--- src/sv/frc_pkg.sv ---
// Shared types and constants for the framed circle rasterizer.
package frc_pkg;

  localparam int COORD_WIDTH = 10;
  localparam int PIX_W       = 12;
  localparam int RAD_W       = 9;
  localparam int THK_W       = 8;
  localparam int COLOR_W     = 18;
  localparam int OFS_W       = RAD_W + 1;
  localparam int SQ_W        = 2 * RAD_W;

  typedef enum logic {
    OP_START = 1'b0,
    OP_STEP  = 1'b1
  } op_t;

  typedef struct packed {
    op_t                    op;
    logic [COORD_WIDTH-1:0] center_x;
    logic [COORD_WIDTH-1:0] center_y;
    logic [RAD_W-1:0]       radius;
    logic [THK_W-1:0]       thickness;
    logic [COLOR_W-1:0]     fill_color;
    logic [COLOR_W-1:0]     frame_color;
  } in_word_t;

  typedef struct packed {
    logic signed [PIX_W-1:0] pixel_x;
    logic signed [PIX_W-1:0] pixel_y;
    logic                    draw;
    logic                    on_border;
    logic [COLOR_W-1:0]      pixel_color;
    logic                    last;
  } out_word_t;

  // Held circle and current scan offsets from the center.
  typedef struct packed {
    logic signed [OFS_W-1:0] dx;
    logic signed [OFS_W-1:0] dy;
    logic [COORD_WIDTH-1:0]  center_x;
    logic [COORD_WIDTH-1:0]  center_y;
    logic [RAD_W-1:0]        radius;
    logic [SQ_W-1:0]         outer_sq;
    logic [SQ_W-1:0]         inner_sq;
    logic [COLOR_W-1:0]      fill;
    logic [COLOR_W-1:0]      frame;
  } scan_state_t;

endpackage

--- src/sv/frc_scan.sv ---
// Scan sequencer: loads a circle on start and walks the bounding square on steps.
module frc_scan (
  input  logic                clk,
  input  logic                rst_n,
  input  logic                start,
  input  logic                step,
  input  frc_pkg::in_word_t   in_word,
  output logic                busy,
  output frc_pkg::scan_state_t scan
);
  import frc_pkg::*;

  logic                      busy_r, busy_nxt;
  scan_state_t               st_r, st_nxt;
  logic signed [OFS_W-1:0]   r_s, r_m1, r_in, diff;
  logic signed [2*OFS_W-1:0] diff_sq;
  logic [SQ_W-1:0]           r_sq;

  always_comb begin
    r_s     = $signed({1'b0, st_r.radius});
    r_m1    = r_s - $signed(OFS_W'(1));
    r_in    = $signed({1'b0, in_word.radius});
    diff    = r_in - $signed({2'b00, in_word.thickness});
    diff_sq = (2*OFS_W)'(diff) * (2*OFS_W)'(diff);
    r_sq    = SQ_W'(in_word.radius) * SQ_W'(in_word.radius);

    st_nxt   = st_r;
    busy_nxt = busy_r;
    if (start) begin
      st_nxt.dx       = -r_in;
      st_nxt.dy       = -r_in;
      st_nxt.center_x = in_word.center_x;
      st_nxt.center_y = in_word.center_y;
      st_nxt.radius   = in_word.radius;
      st_nxt.outer_sq = r_sq;
      st_nxt.inner_sq = diff_sq[SQ_W-1:0];
      st_nxt.fill     = in_word.fill_color;
      st_nxt.frame    = in_word.frame_color;
      busy_nxt        = (in_word.radius != '0);
    end else if (step && busy_r) begin
      // advance row; wrap to the next column at the bottom edge
      if (st_r.dy == r_m1) begin
        st_nxt.dy = -r_s;
        st_nxt.dx = st_r.dx + $signed(OFS_W'(1));
        if (st_r.dx == r_m1) busy_nxt = 1'b0;
      end else begin
        st_nxt.dy = st_r.dy + $signed(OFS_W'(1));
      end
    end
  end

  always_ff @(posedge clk) begin
    if (!rst_n) begin
      busy_r <= 1'b0;
    end else begin
      busy_r <= busy_nxt;
    end
    st_r <= st_nxt;
  end

  assign busy = busy_r;
  assign scan = st_r;

endmodule

--- src/sv/frc_shade.sv ---
// Pixel shader: distance test against both squares and color choice for one position.
module frc_shade (
  input  frc_pkg::scan_state_t scan,
  output frc_pkg::out_word_t   res
);
  import frc_pkg::*;

  logic signed [2*OFS_W-1:0] sq_x, sq_y;
  logic [SQ_W:0]             d_sq;
  logic signed [OFS_W-1:0]   r_m1;
  logic                      draw, border;

  always_comb begin
    sq_x   = (2*OFS_W)'(scan.dx) * (2*OFS_W)'(scan.dx);
    sq_y   = (2*OFS_W)'(scan.dy) * (2*OFS_W)'(scan.dy);
    d_sq   = {1'b0, sq_x[SQ_W-1:0]} + {1'b0, sq_y[SQ_W-1:0]};
    r_m1   = $signed({1'b0, scan.radius}) - $signed(OFS_W'(1));
    draw   = d_sq < {1'b0, scan.outer_sq};
    border = draw && (d_sq >= {1'b0, scan.inner_sq});

    res.pixel_x     = $signed(PIX_W'(scan.center_x)) + PIX_W'(scan.dx);
    res.pixel_y     = $signed(PIX_W'(scan.center_y)) + PIX_W'(scan.dy);
    res.draw        = draw;
    res.on_border   = border;
    res.pixel_color = !draw ? '0 : (border ? scan.frame : scan.fill);
    res.last        = (scan.dx == r_m1) && (scan.dy == r_m1);
  end

endmodule

--- src/sv/framed_circle_rasterizer_unit.sv ---
// A step word's pixel appears in the output register in the cycle after its acceptance.
// Throughput: one word per cycle while in_stall is low; a start word gives no pixel, each step while busy gives one.
// A circle of radius r yields 4*r*r pixels, one per accepted step.
// Input stalls only while a held pixel is not taken.
// Reset (rst_n low, synchronous) clears busy and the output valid; no pixel is pending.
module framed_circle_rasterizer_unit (
  input  logic               clk,
  input  logic               rst_n,
  input  logic               in_valid,
  output logic               in_stall,
  input  frc_pkg::in_word_t  in_word,
  output logic               out_valid,
  input  logic               out_stall,
  output frc_pkg::out_word_t out_word
);
  import frc_pkg::*;

  logic        in_acc, start, step, busy, load;
  scan_state_t scan;
  out_word_t   res;
  out_word_t   out_word_r;
  logic        out_valid_r, out_valid_nxt;

  assign in_stall = out_valid_r && out_stall;
  assign in_acc   = in_valid && !in_stall;
  assign start    = in_acc && (in_word.op == OP_START);
  assign step     = in_acc && (in_word.op == OP_STEP);
  assign load     = step && busy;

  frc_scan u_scan (
    .clk     (clk),
    .rst_n   (rst_n),
    .start   (start),
    .step    (step),
    .in_word (in_word),
    .busy    (busy),
    .scan    (scan)
  );

  frc_shade u_shade (
    .scan (scan),
    .res  (res)
  );

  always_comb begin
    out_valid_nxt = out_valid_r;
    if (!out_valid_r || !out_stall) out_valid_nxt = load;
  end

  always_ff @(posedge clk) begin
    if (!rst_n) begin
      out_valid_r <= 1'b0;
    end else begin
      out_valid_r <= out_valid_nxt;
    end
    if (load) out_word_r <= res;
  end

  assign out_valid = out_valid_r;
  assign out_word  = out_word_r;

endmodule

--- config.mk ---
export PLATFORM = sky130hd
export DESIGN_NAME = framed_circle_rasterizer_unit
export DESIGN_NICKNAME = d
export VERILOG_FILES = /design/src/sv/frc_pkg.sv /design/src/sv/frc_scan.sv /design/src/sv/frc_shade.sv /design/src/sv/framed_circle_rasterizer_unit.sv
export SDC_FILE = /design/constraint.sdc
export NUM_CORES = 1
export LEC_CHECK = 0
export ABC_AREA = 1
export BUFFER_PORTS_ARGS = -buffer_cell sky130_fd_sc_hd__buf_2
export CORE_ASPECT_RATIO = 1.25
export CORE_UTILIZATION = 58
export DETAILED_ROUTE_END_ITERATION = 12
export PLACE_DENSITY = 0.83
export SLEW_MARGIN = 20
export SYNTH_ARGS = -nofsm -noshare
export SYNTH_HDL_FRONTEND = slang
export SYNTH_SLANG_ARGS = --single-unit
--- constraint.sdc ---
create_clock -name clk -period 18.75 [get_ports clk]
set_clock_uncertainty 0.05 [all_clocks]
set_input_delay 3.75 -clock clk [delete_from_list [all_inputs] [get_ports clk]]
set_output_delay 3.75 -clock clk [all_outputs]
set_load 0.005 [all_outputs]
==> flow_summary_export.csv <==
group,metric,value,unit
status,status,"completed",
global_route,grt_use_met3,0.03619,
cts,clockBufferDepth,2,
global_route,grt.busiest_layer,"met2",
synth,synth-seq-cells,165,
route,routedWlPerCell,16.60,um
global_route,gr-total-overflow,0,
hold_path,hold_path_class,"flip-flop to flip-flop",
route,num_vias,16810,
route,totalWireLength,51.92,mm
global_route,antenna_found_initial,2,
layout,final_common_cell,"inv_1",
floorplan,coreArea,37170,um2
setup_path,critPathSlowestCell,"fa_1",
sta,tns,0,ns
cts,clk_latency,0.45,ns
cts,cts_setup_buffers,0,
global_route,grt_pass1_wl,85.01,mm
floorplan,initial_utilization,0.5864,
cts,cts_hold_buf,0,
cts,cts_resized,0,
sta,period_share,0.5362,
layout,post-route-util,0.6306,
sta,slew-limit-headroom,0.3166,
cts,numCtsBuffers,17,
sta,finalHoldViolCount,0,
cts,cts_root_buf,"clkbuf_16",
synth,synth_fp_nets,3112,
synth,synthArstFlopShare,0,
synth,synth_edf_count,163,
layout,layout-area-overhead-vs-synth,7.538,%
sta,fin_crit,10.05,ns
synth,yosysWarnings,0,
cts,htreeDepth,4,
route,initialDrtViolationCount,1278,
setup_path,required,18.91,ns
synth,yosys_most_used_dff,"edfxtp_1",
floorplan,io_pins,125,
route,viasPerCell,5.376,
cts,cts_num_sinks,165,
global_route,grt_max_degree,66,
setup_path,critPathLaunchType,"input port",
sta,hold_ws,0.4398,ns
setup_path,crit_type,"input port to flip-flop",
job,max_cap_violations,0,
synth,avgSynthCellArea,8.632,um2
floorplan,die_h,218.7,um
cts,cts_tree,"built",
placed_design,place_worst_setup_slack,8.229,ns
route,drc,0,
placed_design,place_hpwl,42.40,mm
synth,synth.top_cell.area_share,0.2342,
global_route,grtUsageMet2,0.5234,
sta,rsz0062_at_grt,"no",
synth,ys_seq_area_frac,0.2264,
global_route,grt_pass1_vias,17980,
sta,tightest_slew,1.023,ns
global_route,met1_usage,0.3134,
global_route,groute.usage.overall,0.2854,
synth,synth_cell_types,55,
floorplan,die_area,38360,um2
sta,finalSetupViolCount,0,
layout,layout.nets,3214,
setup_path,worstPathMaxFanout,12,
route,ant_nets,0,
sta,fin_ws,8.696,ns
layout,layout-drive-gt1-share,0.08526,
placed_design,gp_congestion,0.9481,
placed_design,port_buffers,124,
sta,max_freq,99.46,MHz
cts,clk_pin_slew,0.07,ns
setup_path,critPathArrivalTime,10.21,ns
floorplan,die_w,175.4,um
layout,mostFrequentLayoutCells,"inv_1, nand2_1, fa_1, ha_1, edfxtp_1",
synth,syn_area,21790,um2
setup_path,crit_top_cell,"nand2_1",
synth,synth_cells,2525,
synth,synth_area_leaders,"fa_1, edfxtp_1, ha_1",
floorplan,std_cell_rows,79,
sta,maxSlewViolCount,0,
setup_path,critPathMaxStageDelay,0.52,ns
route,firstDrtPassIters,6,
setup_path,end_kind,"flip-flop",
synth,yosysTopAreaCell,"fa_1",
-- layer usage --
| metal | wire length (um) | part of all wire |
|---|---|---|
| met1 | 19080 | 0.37 |
| met2 | 26770 | 0.52 |
| met3 | 2855 | 0.055 |
| met4 | 3224 | 0.062 |
| met5 | 0 | 0 |
-- cell families (layout without fill, tap and decap cells) --
| group | Yosys count | after routing | synth area share |
|---|---|---|---|
| buf+inv | 742 | 856 | 0.1304 |
| other cells | 0 | 2 | 0 |
| flops | 165 | 165 | 0.2264 |
| simple gates | 733 | 733 | 0.1429 |
| fa+ha+maj | 509 | 509 | 0.3800 |
| xor+xnor | 143 | 143 | 0.05815 |
| compound gates | 233 | 233 | 0.06200 |
-- cell type report --
type / instances / area, um2
antenna: 2 / 5.005
tap: 486 / 608.1
inverter: 696 / 2613
sequential: 165 / 4935
clock buffer: 17 / 425.4
multi-input combinational: 1618 / 14030
clock inverter: 14 / 161.4
fill: 3059 / 13730
timing repair buffer: 129 / 658.1
-- worst paths after layout --
| path | from | to | slack, ns | cells past startpoint |
|---|---|---|---|---|
| worst min register to register | u_scan.busy$_SDFFE_PN0P_ | u_scan.busy$_SDFFE_PN0P_ | 0.44 | 2 |
| worst min-delay path | u_scan.busy$_SDFFE_PN0P_ | u_scan.busy$_SDFFE_PN0P_ | 0.44 | 2 |
| worst max register to register | u_scan.scan[111]$_DFFE_PP_ | out_word[14]$_SDFFCE_PP0P_ | 9.45 | 38 |
| worst max-delay path | in_word[44] | u_scan.scan[52]$_DFFE_PP_ | 8.70 | 34 |
-- synth_stat cells (6+ instances only) --
cell type	n
inv_1	684
nand2_1	434
fa_1	255
ha_1	254
edfxtp_1	163
nor2_1	152
a21oi_1	120
xor2_1	91
nand3_1	58
xnor2_1	50
o21ai_0	49
clkbuf_1	32
nand4_1	20
nor3_1	14
a21oi_2	10
inv_2	9
nand2_2	9
a21o_1	8
nor4_1	8
o31ai_1	8
o21bai_1	7
or2_2	7
nand3_2	6
o21ai_1	6
-- through the flow --
| step | instance area (um2) | std cells |
|---|---|---|
| CTS | 23430 | 3125 |
| global placement | 22850 | 3094 |
| global route | 23440 | 3127 |
| floorplan | 21790 | 2525 |
| detailed placement | 22850 | 3094 |
| finish | 23440 | 3127 |
-- worst max-delay path, delay by kind of cell --
| family | cells | cell delay [ns] |
|---|---|---|
| adders and majority gates | 8 | 3.33 |
| AOI/OAI and AO/OA | 7 | 1.14 |
| and+or+nand+nor | 10 | 0.80 |
| xor gates and xnor gates | 2 | 0.61 |
| buffers and inverters | 7 | 0.55 |
-- sequential cells by signal, indices dropped and copies added, names as in the netlist --
register	cells
out_word	45
u_scan.busy	1
out_valid	1
u_scan.scan	118
Power is not shown: default switching activity piles up to over one toggle a cycle in this logic, so the estimate is an artifact.
